--- src/mits_pkg.sv ---
// ----------------------------------------------------------------------------
// META II token scanner package
// Shared types, token kind codes, character codes and the keyword table.
// ----------------------------------------------------------------------------
package mits_pkg;

    // Default longest identifier or string, in characters.
    localparam int MAX_TOKEN_LEN_DEF = 511;

    // Result field widths.
    localparam int KIND_W  = 5;
    localparam int START_W = 32;
    localparam int LEN_W   = 9;
    localparam int LINE_W  = 32;
    localparam int TOK_W   = KIND_W + START_W + LEN_W + LINE_W;
    localparam int TDATA_W = ((TOK_W + 7) / 8) * 8;

    // Token kinds.
    localparam logic [KIND_W-1:0] KIND_SYNTAX   = 5'd0;
    localparam logic [KIND_W-1:0] KIND_IDENT    = 5'd8;
    localparam logic [KIND_W-1:0] KIND_STRING   = 5'd9;
    localparam logic [KIND_W-1:0] KIND_STAR     = 5'd10;
    localparam logic [KIND_W-1:0] KIND_STAR1    = 5'd11;
    localparam logic [KIND_W-1:0] KIND_STAR2    = 5'd12;
    localparam logic [KIND_W-1:0] KIND_DOLLAR   = 5'd13;
    localparam logic [KIND_W-1:0] KIND_LPAREN   = 5'd14;
    localparam logic [KIND_W-1:0] KIND_RPAREN   = 5'd15;
    localparam logic [KIND_W-1:0] KIND_EQUALS   = 5'd16;
    localparam logic [KIND_W-1:0] KIND_DOTCOMMA = 5'd17;
    localparam logic [KIND_W-1:0] KIND_SLASH    = 5'd18;
    localparam logic [KIND_W-1:0] KIND_END      = 5'd19;
    localparam logic [KIND_W-1:0] KIND_UNTERM   = 5'd20;
    localparam logic [KIND_W-1:0] KIND_TOOLONG  = 5'd21;

    // Character codes.
    localparam logic [7:0] CH_NUL    = 8'h00;
    localparam logic [7:0] CH_NL     = 8'h0A;
    localparam logic [7:0] CH_DOT    = 8'h2E;
    localparam logic [7:0] CH_COMMA  = 8'h2C;
    localparam logic [7:0] CH_STAR   = 8'h2A;
    localparam logic [7:0] CH_ONE    = 8'h31;
    localparam logic [7:0] CH_TWO    = 8'h32;
    localparam logic [7:0] CH_DOLLAR = 8'h24;
    localparam logic [7:0] CH_LPAREN = 8'h28;
    localparam logic [7:0] CH_RPAREN = 8'h29;
    localparam logic [7:0] CH_EQUALS = 8'h3D;
    localparam logic [7:0] CH_SLASH  = 8'h2F;
    localparam logic [7:0] CH_QUOTE  = 8'h27;

    // Keyword spellings, padded with zeros to eight places.
    localparam int NUM_KW = 8;
    localparam logic [7:0] KW_CHARS [NUM_KW][8] = '{
        '{"S", "Y", "N", "T", "A", "X", 8'h00, 8'h00},
        '{"E", "N", "D", 8'h00, 8'h00, 8'h00, 8'h00, 8'h00},
        '{"I", "D", 8'h00, 8'h00, 8'h00, 8'h00, 8'h00, 8'h00},
        '{"N", "U", "M", "B", "E", "R", 8'h00, 8'h00},
        '{"S", "T", "R", "I", "N", "G", 8'h00, 8'h00},
        '{"E", "M", "P", "T", "Y", 8'h00, 8'h00, 8'h00},
        '{"O", "U", "T", 8'h00, 8'h00, 8'h00, 8'h00, 8'h00},
        '{"L", "A", "B", "E", "L", 8'h00, 8'h00, 8'h00}
    };
    localparam logic [2:0] KW_SIZE [NUM_KW] = '{
        3'd6, 3'd3, 3'd2, 3'd6, 3'd6, 3'd5, 3'd3, 3'd5
    };
    localparam logic [2:0] KW_MAX_LEN = 3'd6;

    // One result item.
    typedef struct packed {
        logic [LINE_W-1:0]  line;
        logic [LEN_W-1:0]   length;
        logic [START_W-1:0] start;
        logic [KIND_W-1:0]  kind;
        logic               last;
    } t_token;

    // Results of one scanned byte, first result in slot 0.
    typedef struct packed {
        logic   v0;
        logic   v1;
        t_token t0;
        t_token t1;
    } t_push;

endpackage

--- src/mits_result_fifo.sv ---
// ----------------------------------------------------------------------------
// META II token scanner result queue
// Four-entry queue that takes up to two results per cycle and sends one while the sink is ready.
// ----------------------------------------------------------------------------
module mits_result_fifo (
    input  logic            i_clk,
    input  logic            i_rst_n,
    input  mits_pkg::t_push i_push,
    output logic            o_room2,
    output logic            o_valid,
    input  logic            i_ready,
    output mits_pkg::t_token o_token
);
    import mits_pkg::*;

    localparam int DEPTH = 4;
    localparam int PW    = $clog2(DEPTH);

    t_token          r_mem [DEPTH];
    logic [PW-1:0]   r_wr_ptr;
    logic [PW-1:0]   r_rd_ptr;
    logic [PW:0]     r_count;
    logic [PW-1:0]   wr_ptr_1;
    logic            pop;
    logic [PW:0]     n_count;

    // Handshake and status.
    assign o_valid  = (r_count != '0);
    assign pop      = o_valid && i_ready;
    assign o_room2  = (r_count <= (PW+1)'(DEPTH - 2));
    assign o_token  = r_mem[r_rd_ptr];
    assign wr_ptr_1 = r_wr_ptr + 1'b1;

    always_comb begin
        n_count = r_count + (PW+1)'(i_push.v0) + (PW+1)'(i_push.v1) - (PW+1)'(pop);
    end

    // Storage, written at one or two consecutive places.
    always_ff @(posedge i_clk) begin
        if (i_push.v0) begin
            r_mem[r_wr_ptr] <= i_push.t0;
        end
        if (i_push.v1) begin
            r_mem[wr_ptr_1] <= i_push.t1;
        end
    end

    // Pointers and fill count.
    always_ff @(posedge i_clk) begin
        if (!i_rst_n) begin
            r_wr_ptr <= '0;
            r_rd_ptr <= '0;
            r_count  <= '0;
        end else begin
            r_wr_ptr <= r_wr_ptr + PW'(i_push.v0) + PW'(i_push.v1);
            if (pop) begin
                r_rd_ptr <= r_rd_ptr + 1'b1;
            end
            r_count <= n_count;
        end
    end

endmodule

--- src/mits_scan_core.sv ---
// ----------------------------------------------------------------------------
// META II token scanner core
// Holds the scan state and turns one byte into up to two token results.
// ----------------------------------------------------------------------------
module mits_scan_core #(
    parameter int MAX_TOKEN_LEN = mits_pkg::MAX_TOKEN_LEN_DEF
) (
    input  logic            i_clk,
    input  logic            i_rst_n,
    input  logic            i_step,
    input  logic [7:0]      i_byte,
    output mits_pkg::t_push o_push
);
    import mits_pkg::*;

    localparam int RW = $clog2(MAX_TOKEN_LEN + 1);

    typedef enum logic [2:0] {
        MODE_IDLE,
        MODE_DOT,
        MODE_KEYWORD,
        MODE_IDENT,
        MODE_STRING,
        MODE_STAR,
        MODE_HALT
    } t_mode;

    t_mode              r_mode,   n_mode;
    logic [NUM_KW-1:0]  r_cand,   n_cand;
    logic [2:0]         r_prefix, n_prefix;
    logic [START_W-1:0] r_start,  n_start;
    logic [RW-1:0]      r_run,    n_run;
    logic [START_W-1:0] r_offset;
    logic [LINE_W-1:0]  r_line,   n_line;

    logic               is_letter, is_alnum, is_blank;

    // Outcome of scanning the byte afresh.
    t_mode              f_mode;
    logic               f_set_start;
    logic               f_run_one;
    logic               f_newline;
    logic               f_emit;
    logic [KIND_W-1:0]  f_kind;
    logic [LEN_W-1:0]   f_len;

    // Keyword matching.
    logic [NUM_KW-1:0]  first_cand;
    logic [NUM_KW-1:0]  next_cand;
    logic               kw_hit;
    logic [KIND_W-1:0]  kw_kind;
    logic [2:0]         prefix_inc;

    // Identifier continuation and result slots.
    logic               do_ident;
    logic [RW-1:0]      id_len;
    logic [START_W-1:0] id_start;
    logic               do_fresh;
    logic               fresh_second;
    logic               e0, e1;
    logic [KIND_W-1:0]  k0, k1;
    logic [START_W-1:0] s0, s1;
    logic [LEN_W-1:0]   l0, l1;

    // Character classes.
    assign is_letter = ((i_byte >= "A") && (i_byte <= "Z")) ||
                       ((i_byte >= "a") && (i_byte <= "z"));
    assign is_alnum  = is_letter || ((i_byte >= "0") && (i_byte <= "9"));
    assign is_blank  = (i_byte == " ") || ((i_byte >= 8'd9) && (i_byte <= 8'd13));

    // Fresh scan of a byte outside any token.
    always_comb begin
        f_mode      = MODE_IDLE;
        f_set_start = 1'b0;
        f_run_one   = 1'b0;
        f_newline   = 1'b0;
        f_emit      = 1'b0;
        f_kind      = KIND_END;
        f_len       = LEN_W'(1);
        if (i_byte == CH_NUL) begin
            f_emit = 1'b1;
            f_kind = KIND_END;
            f_len  = '0;
            f_mode = MODE_HALT;
        end else if (is_blank) begin
            f_newline = (i_byte == CH_NL);
        end else if (i_byte == CH_DOT) begin
            f_mode      = MODE_DOT;
            f_set_start = 1'b1;
        end else if (is_letter) begin
            f_mode      = MODE_IDENT;
            f_set_start = 1'b1;
            f_run_one   = 1'b1;
        end else if (i_byte == CH_QUOTE) begin
            f_mode      = MODE_STRING;
            f_set_start = 1'b1;
            f_run_one   = 1'b1;
        end else if (i_byte == CH_STAR) begin
            f_mode      = MODE_STAR;
            f_set_start = 1'b1;
        end else begin
            case (i_byte)
                CH_DOLLAR: begin
                    f_emit = 1'b1;
                    f_kind = KIND_DOLLAR;
                end
                CH_LPAREN: begin
                    f_emit = 1'b1;
                    f_kind = KIND_LPAREN;
                end
                CH_RPAREN: begin
                    f_emit = 1'b1;
                    f_kind = KIND_RPAREN;
                end
                CH_EQUALS: begin
                    f_emit = 1'b1;
                    f_kind = KIND_EQUALS;
                end
                CH_SLASH: begin
                    f_emit = 1'b1;
                    f_kind = KIND_SLASH;
                end
                default: begin
                    f_emit = 1'b0;
                end
            endcase
        end
    end

    // Keyword candidate sets for the first letter and for later letters.
    assign prefix_inc = r_prefix + 1'b1;

    always_comb begin
        first_cand = '0;
        next_cand  = '0;
        for (int k = 0; k < NUM_KW; k++) begin
            first_cand[k] = (KW_CHARS[k][0] == i_byte);
            next_cand[k]  = r_cand[k] && (r_prefix < KW_MAX_LEN) &&
                            (r_prefix < KW_SIZE[k]) &&
                            (KW_CHARS[k][r_prefix] == i_byte);
        end
    end

    // Lowest keyword that is complete after this letter.
    always_comb begin
        kw_hit  = 1'b0;
        kw_kind = KIND_SYNTAX;
        for (int k = NUM_KW - 1; k >= 0; k--) begin
            if (next_cand[k] && (KW_SIZE[k] == prefix_inc)) begin
                kw_hit  = 1'b1;
                kw_kind = KIND_W'(k);
            end
        end
    end

    // Next state and results for one byte.
    always_comb begin
        n_mode       = r_mode;
        n_cand       = r_cand;
        n_prefix     = r_prefix;
        n_start      = r_start;
        n_run        = r_run;
        n_line       = r_line;
        do_ident     = 1'b0;
        id_len       = r_run;
        id_start     = r_start;
        do_fresh     = 1'b0;
        fresh_second = 1'b0;
        e0 = 1'b0;
        k0 = KIND_END;
        s0 = r_start;
        l0 = '0;
        e1 = 1'b0;
        k1 = KIND_END;
        s1 = r_offset;
        l1 = '0;

        unique case (r_mode)
            MODE_DOT: begin
                if (i_byte == CH_COMMA) begin
                    e0     = 1'b1;
                    k0     = KIND_DOTCOMMA;
                    l0     = LEN_W'(2);
                    n_mode = MODE_IDLE;
                end else if (is_letter) begin
                    if (first_cand != '0) begin
                        n_mode   = MODE_KEYWORD;
                        n_cand   = first_cand;
                        n_prefix = 3'd1;
                    end else begin
                        n_mode  = MODE_IDENT;
                        n_start = r_offset;
                        n_run   = RW'(1);
                    end
                end else begin
                    do_fresh = 1'b1;
                end
            end
            MODE_KEYWORD: begin
                if (next_cand != '0) begin
                    n_prefix = prefix_inc;
                    n_cand   = next_cand;
                    if (kw_hit) begin
                        e0     = 1'b1;
                        k0     = kw_kind;
                        l0     = LEN_W'(prefix_inc) + LEN_W'(1);
                        n_mode = MODE_IDLE;
                    end
                end else begin
                    // The dot is dropped; the letters seen so far form an identifier.
                    do_ident = 1'b1;
                    id_len   = RW'(r_prefix);
                    id_start = r_start + 1'b1;
                    n_mode   = MODE_IDENT;
                    n_start  = id_start;
                    n_run    = id_len;
                end
            end
            MODE_IDENT: begin
                do_ident = 1'b1;
            end
            MODE_STRING: begin
                if ((i_byte == CH_NUL) || (i_byte == CH_NL)) begin
                    e0     = 1'b1;
                    k0     = KIND_UNTERM;
                    l0     = LEN_W'(r_run);
                    n_mode = MODE_HALT;
                end else if (r_run >= RW'(MAX_TOKEN_LEN)) begin
                    e0     = 1'b1;
                    k0     = KIND_TOOLONG;
                    l0     = LEN_W'(r_run);
                    n_mode = MODE_HALT;
                end else begin
                    n_run = r_run + 1'b1;
                    if (i_byte == CH_QUOTE) begin
                        e0     = 1'b1;
                        k0     = KIND_STRING;
                        l0     = LEN_W'(n_run);
                        n_mode = MODE_IDLE;
                    end
                end
            end
            MODE_STAR: begin
                e0 = 1'b1;
                if (i_byte == CH_ONE) begin
                    k0     = KIND_STAR1;
                    l0     = LEN_W'(2);
                    n_mode = MODE_IDLE;
                end else if (i_byte == CH_TWO) begin
                    k0     = KIND_STAR2;
                    l0     = LEN_W'(2);
                    n_mode = MODE_IDLE;
                end else begin
                    k0           = KIND_STAR;
                    l0           = LEN_W'(1);
                    do_fresh     = 1'b1;
                    fresh_second = 1'b1;
                end
            end
            MODE_HALT: begin
                n_mode = MODE_HALT;
            end
            default: begin
                do_fresh = 1'b1;
            end
        endcase

        // Identifier body: grow, overflow, or end and rescan the byte.
        if (do_ident) begin
            if (is_alnum) begin
                if (id_len >= RW'(MAX_TOKEN_LEN)) begin
                    e0     = 1'b1;
                    k0     = KIND_TOOLONG;
                    s0     = id_start;
                    l0     = LEN_W'(id_len);
                    n_mode = MODE_HALT;
                end else begin
                    n_run = id_len + 1'b1;
                end
            end else begin
                e0           = 1'b1;
                k0           = KIND_IDENT;
                s0           = id_start;
                l0           = LEN_W'(id_len);
                do_fresh     = 1'b1;
                fresh_second = 1'b1;
            end
        end

        // Fresh scan, as first or second result of the byte.
        if (do_fresh) begin
            n_mode = f_mode;
            if (f_set_start) begin
                n_start = r_offset;
            end
            if (f_run_one) begin
                n_run = RW'(1);
            end
            if (f_newline && (r_line != '1)) begin
                n_line = r_line + 1'b1;
            end
            if (fresh_second) begin
                e1 = f_emit;
                k1 = f_kind;
                s1 = r_offset;
                l1 = f_len;
            end else begin
                e0 = f_emit;
                k0 = f_kind;
                s0 = r_offset;
                l0 = f_len;
            end
        end
    end

    // Results toward the queue; all results of a byte share the line count.
    always_comb begin
        o_push.v0        = i_step && (r_mode != MODE_HALT) && e0;
        o_push.v1        = i_step && (r_mode != MODE_HALT) && e1;
        o_push.t0.kind   = k0;
        o_push.t0.start  = s0;
        o_push.t0.length = l0;
        o_push.t0.line   = r_line;
        o_push.t0.last   = !e1;
        o_push.t1.kind   = k1;
        o_push.t1.start  = s1;
        o_push.t1.length = l1;
        o_push.t1.line   = r_line;
        o_push.t1.last   = 1'b1;
    end

    // Scan state; a halted scanner ignores every byte.
    always_ff @(posedge i_clk) begin
        if (!i_rst_n) begin
            r_mode   <= MODE_IDLE;
            r_cand   <= '0;
            r_prefix <= '0;
            r_start  <= '0;
            r_run    <= '0;
            r_offset <= '0;
            r_line   <= LINE_W'(1);
        end else if (i_step && (r_mode != MODE_HALT)) begin
            r_mode   <= n_mode;
            r_cand   <= n_cand;
            r_prefix <= n_prefix;
            r_start  <= n_start;
            r_run    <= n_run;
            r_offset <= r_offset + 1'b1;
            r_line   <= n_line;
        end
    end

endmodule

--- src/meta_ii_token_scanner_unit.sv ---
// ----------------------------------------------------------------------------
// META II token scanner
// Scans source text one byte at a time and streams out token results.
// ----------------------------------------------------------------------------
// Path: a token passes the input register, then the result queue; a second one follows.
// Throughput: one byte per cycle; two-result bytes are always apart by a byte with none,
// so the four-entry queue keeps pace with a ready sink and stalls only under backpressure.
// Reset: synchronous, active low; the scanner returns to idle at offset 0,
// line 1, and the result queue empties.
module meta_ii_token_scanner_unit #(
    parameter int MAX_TOKEN_LEN = mits_pkg::MAX_TOKEN_LEN_DEF
) (
    input  logic                         i_clk,
    input  logic                         i_rst_n,
    input  logic                         s_axis_tvalid,
    output logic                         s_axis_tready,
    input  logic [7:0]                   s_axis_tdata,  // text_byte
    output logic                         m_axis_tvalid,
    input  logic                         m_axis_tready,
    // token_kind, token_start, token_length, token_line, zero fill
    output logic [mits_pkg::TDATA_W-1:0] m_axis_tdata,
    output logic                         m_axis_tlast   // last_of_byte
);
    import mits_pkg::*;

    logic       r_in_valid;
    logic [7:0] r_in_byte;
    logic       room2;
    logic       step;
    t_push      push;
    t_token     token;

    // A held byte is scanned once the queue has room for two results.
    assign step          = r_in_valid && room2;
    assign s_axis_tready = !r_in_valid || step;

    // Input request register.
    always_ff @(posedge i_clk) begin
        if (!i_rst_n) begin
            r_in_valid <= 1'b0;
        end else if (s_axis_tvalid && s_axis_tready) begin
            r_in_valid <= 1'b1;
        end else if (step) begin
            r_in_valid <= 1'b0;
        end
    end

    always_ff @(posedge i_clk) begin
        if (s_axis_tvalid && s_axis_tready) begin
            r_in_byte <= s_axis_tdata;
        end
    end

    mits_scan_core #(
        .MAX_TOKEN_LEN (MAX_TOKEN_LEN)
    ) u_core (
        .i_clk   (i_clk),
        .i_rst_n (i_rst_n),
        .i_step  (step),
        .i_byte  (r_in_byte),
        .o_push  (push)
    );

    mits_result_fifo u_fifo (
        .i_clk   (i_clk),
        .i_rst_n (i_rst_n),
        .i_push  (push),
        .o_room2 (room2),
        .o_valid (m_axis_tvalid),
        .i_ready (m_axis_tready),
        .o_token (token)
    );

    // Output packing, first field in the lowest bits.
    assign m_axis_tdata = TDATA_W'({token.line, token.length, token.start, token.kind});
    assign m_axis_tlast = token.last;

endmodule
--- config.mk ---
export PLATFORM = sky130hd
export DESIGN_NAME = meta_ii_token_scanner_unit
export DESIGN_NICKNAME = d
export VERILOG_FILES = /design/src/mits_pkg.sv /design/src/mits_result_fifo.sv /design/src/mits_scan_core.sv /design/src/meta_ii_token_scanner_unit.sv
export SDC_FILE = /design/constraint.sdc
export NUM_CORES = 1
export LEC_CHECK = 0
export BUFFER_PORTS_ARGS = -buffer_cell sky130_fd_sc_hd__buf_2
export CELL_PAD_IN_SITES_DETAIL_PLACEMENT = 1
export CELL_PAD_IN_SITES_GLOBAL_PLACEMENT = 1
export CORE_MARGIN = 1
export CORE_UTILIZATION = 50
export DETAILED_ROUTE_END_ITERATION = 12
export GPL_ROUTABILITY_DRIVEN = 1
export PLACE_DENSITY_LB_ADDON = 0.1
export SETUP_SLACK_MARGIN = 0.5
export SYNTH_ARGS = -nofsm -noshare
export SYNTH_HDL_FRONTEND = slang
export SYNTH_SLANG_ARGS = --single-unit
--- constraint.sdc ---
create_clock -name i_clk -period 10.12 [get_ports i_clk]
set_clock_uncertainty 0.2 [all_clocks]
set_input_delay 1.012 -clock i_clk [delete_from_list [all_inputs] [get_ports i_clk]]
set_output_delay 1.012 -clock i_clk [all_outputs]
set_load 0.005 [all_outputs]
==> results.md <==
* Number of global-route vias before repair at between 20000 and 25000
* Endpoint class of the critical path: flip-flop
* Commonest non-fill, non-tap cell in the layout: edfxtp_1
* Die Height at between 200 and 250 um
* GR Util All Layers at about a third
* Maximum vdd drop at 0.1770 mV
* Clock buffer depth at 3
* Crit Path Max Fanout at between 40 and 50
* Required @ worst endpoint at approximately 10000 ps
* GRT Max-Usage Layer: met2
* Total global routing overflow at 0
* DRT antenna net count at 0
* Met2 usage at between 50% and 60%
* Antenna diodes at 0
* Root buf cell: clkbuf_16
* Setup TNS at 0 ps
* Setup bufs post-CTS at 0
* Final weighted congestion in routability-driven placement at 0.9354
* Via Count at approximately 21000
* Post-CTS Hold Fix Bufs at 0
* Crit start category: flip-flop
* Starting Density at around 51%
* Post-synth EDFFs at roughly 290
* I/O pins at 95
* Drt pass-1 iters at 6
* Std cell rows at a little over 80
* CP arrival at ~7900 ps
* Slew @ Worst Pin at about 1200 ps
* CTS tree: done
* Htree depth at 2
* Worst-path clk slew at ~60 ps
* Layout cells sized above 1 at between 15 and 20%
* Hold_ws at approximately 260 ps
* Tightest Hold Check Type: flip-flop to flip-flop
* Post_cts resized at 0
* GRT met1 Usage at 45.31%
* Worst-skew pair later-pin latency at ~600 ps
* Cts bufs inserted at between 40 and 50
* Clk sinks at approximately 450
* Status: complete, no violations
* Final Critical Period at between 7000 and 8000 ps
* Die ar. at 0.05202 mm^2
* Rel. slew slack at slightly above 20%
* Syn Inst Count at roughly 2400
* Fmax at between 100 and 150 MHz
* Mapped Area at approximately 0.026 mm^2
* Syn-to-layout area delta at 9.704%
* Max-capacitance violation count at 0
* Via-to-Cell Ratio at between 6 and 7
* DRT iter0 DRCs at ~2000
* Synth Area per Inst at roughly 11 um^2
* Final Max Slew Viols at 0
* P_leak at around 9 nW
* Largest net degree at the start of global routing at ~90
* Register area share after synthesis at 46.77%
* Ys async rst share at 0%
* Ys Warns at 0
* Layout Utilization at 55.76%
* Core area at 0.05027 mm^2
* PwrDens at approximately 180 mW/mm^2
* Antenna violations before repair at 0
* Most common flop cell mapped by yosys: edfxtp_1
* Die span in x at around 230 um
* FF+latch count, synth at ~450
* Port bufs at around 90
* Hpwl dp at around 56000 um
* # setup viols final at 0
* Fin. Hold Viols at 0
* DRC at 0
* WL final at about 87000 um
* Fin crit share at slightly below 80%
* Nets@finish at 2428
* Most frequent cells in the layout: edfxtp_1, nand2_1, dfxtp_1, o21ai_0, nor2b_1
* RSZ-0062 raised after global routing: no
* First-pass GRT wire length at 133000 um
* Setup CP Type: flip-flop to flip-flop
* Distinct cells, synth at 104
* Post-DR wirelength/cell at ~28 um
* Met3 GRT Util at about 4.0%
==> cell families (layout without fill, tap and decap cells) <==
kind of cell / count (synthesis) / in the layout / synth area share, %
AO/OA/AOI/OAI: 613 / 613 / 17.38
XOR/XNOR: 117 / 117 / 4.010
adder cells (fa/ha/maj): 22 / 22 / 1.165
buffers and inverters: 265 / 272 / 4.456
flip-flops: 453 / 453 / 46.77
multiplexers: 114 / 114 / 8.387
other: 1 / 2 / 0.01467
AND/OR/NAND/NOR: 842 / 842 / 17.82
==> power breakdown <==
group,switching [mW],total [mW],internal (mW)
sequential,0.0960,2.09,2.00
combinational,0.625,1.07,0.446
clock,0.775,1.86,1.08
==> synthesized netlist by cell type (28+ instances only) <==
cell	count	share of area, %
nor2b_1	114	2.8
nand3_1	88	1.7
a21boi_0	45	1.3
and2_1	88	2.2
nand2_1	199	2.9
nor3_1	61	1.2
clkbuf_1	142	2.1
mux4_2	79	7.0
a32o_1	86	3.4
buf_2	51	1.0
xor2_1	43	1.5
o21ai_0	135	2.6
a21oi_1	95	1.9
and3_1	31	0.76
dfxtp_1	165	13
nor2_1	99	1.5
edfxtp_1	288	34
nand4_1	36	0.88
a22o_1	35	1.2
buf_1	28	0.41
xnor2_1	74	2.5
==> through the flow <==
stage	total power [mW]	instances	cell area (um^2)	setup slack (ps)
after floorplan	2.773	2428	25560	2739
after global placement	3.172	3015	26380	2611
after detailed placement	3.195	3015	26380	2422
after CTS	5.042	3107	28030	2385
after global routing	5.184	3107	28030	1895
final	5.023	3107	28030	2318
==> registers in the layout, summed over array words and instances, names as in the netlist, 3 cells and up, named ones only <==
signal,cells
u_fifo.r_mem,316
u_core.r_offset,32
u_fifo.r_count,3
u_core.r_start,32
u_core.r_run,9
u_core.r_mode,3
u_core.r_prefix,3
u_core.r_line,32
r_in_byte,8
u_core.r_cand,8
==> per-layer routing <==
layer | vias up | part of all wire, %
li1 | 9074 | -
met1 | 10730 | 43
met2 | 766 | 48
met3 | 180 | 5.7
met4 | 0 | 3.5
met5 | - | 0
==> worst paths after layout <==
kind / start / to / slack [ps] / depth (start not counted)
worst min-delay path: u_fifo.r_mem[1][41]$_SDFFE_PP0P_ / u_fifo.r_mem[1][41]$_SDFFE_PP0P_ / 260 / 2
worst min register to register: u_fifo.r_mem[1][41]$_SDFFE_PP0P_ / u_fifo.r_mem[1][41]$_SDFFE_PP0P_ / 260 / 2
worst max register to register: u_core.r_prefix[1]$_SDFFE_PN0P_ / u_fifo.r_mem[2][28]$_DFFE_PP_ / 2320 / 21
worst max-delay path: u_core.r_prefix[1]$_SDFFE_PN0P_ / u_fifo.r_mem[2][28]$_DFFE_PP_ / 2320 / 21
==> critical path: stages, from the launching register on <==
cell and delay, ps:
dfxtp_1 300, buf_4 210, inv_1 180, ha_1 720
nor2b_1 310, xnor2_1 160, nand4_1 190, o221ai_1 280
or2_2 590, nor3_4 430, mux2i_1 390, inv_1 90
ha_1 220, and3_1 150, ha_1 200, nand2b_1 320
o211ai_1 340, and2_1 280, a21oi_1 250, nor3_4 280
clkinv_2 900, buf_12 530
==> cell type report <==
| cell class | count | area (um^2) |
|---|---|---|
| fillers | 5383 | 22240 |
| multi-input cells | 1710 | 12540 |
| flip-flops and latches | 453 | 11960 |
| clock buffers | 68 | 1378 |
| repair buffers | 151 | 930.9 |
| well taps | 672 | 840.8 |
| clock inverters | 24 | 277.8 |
| inverters | 29 | 112.6 |
Power figures use the tool's default switching activity.
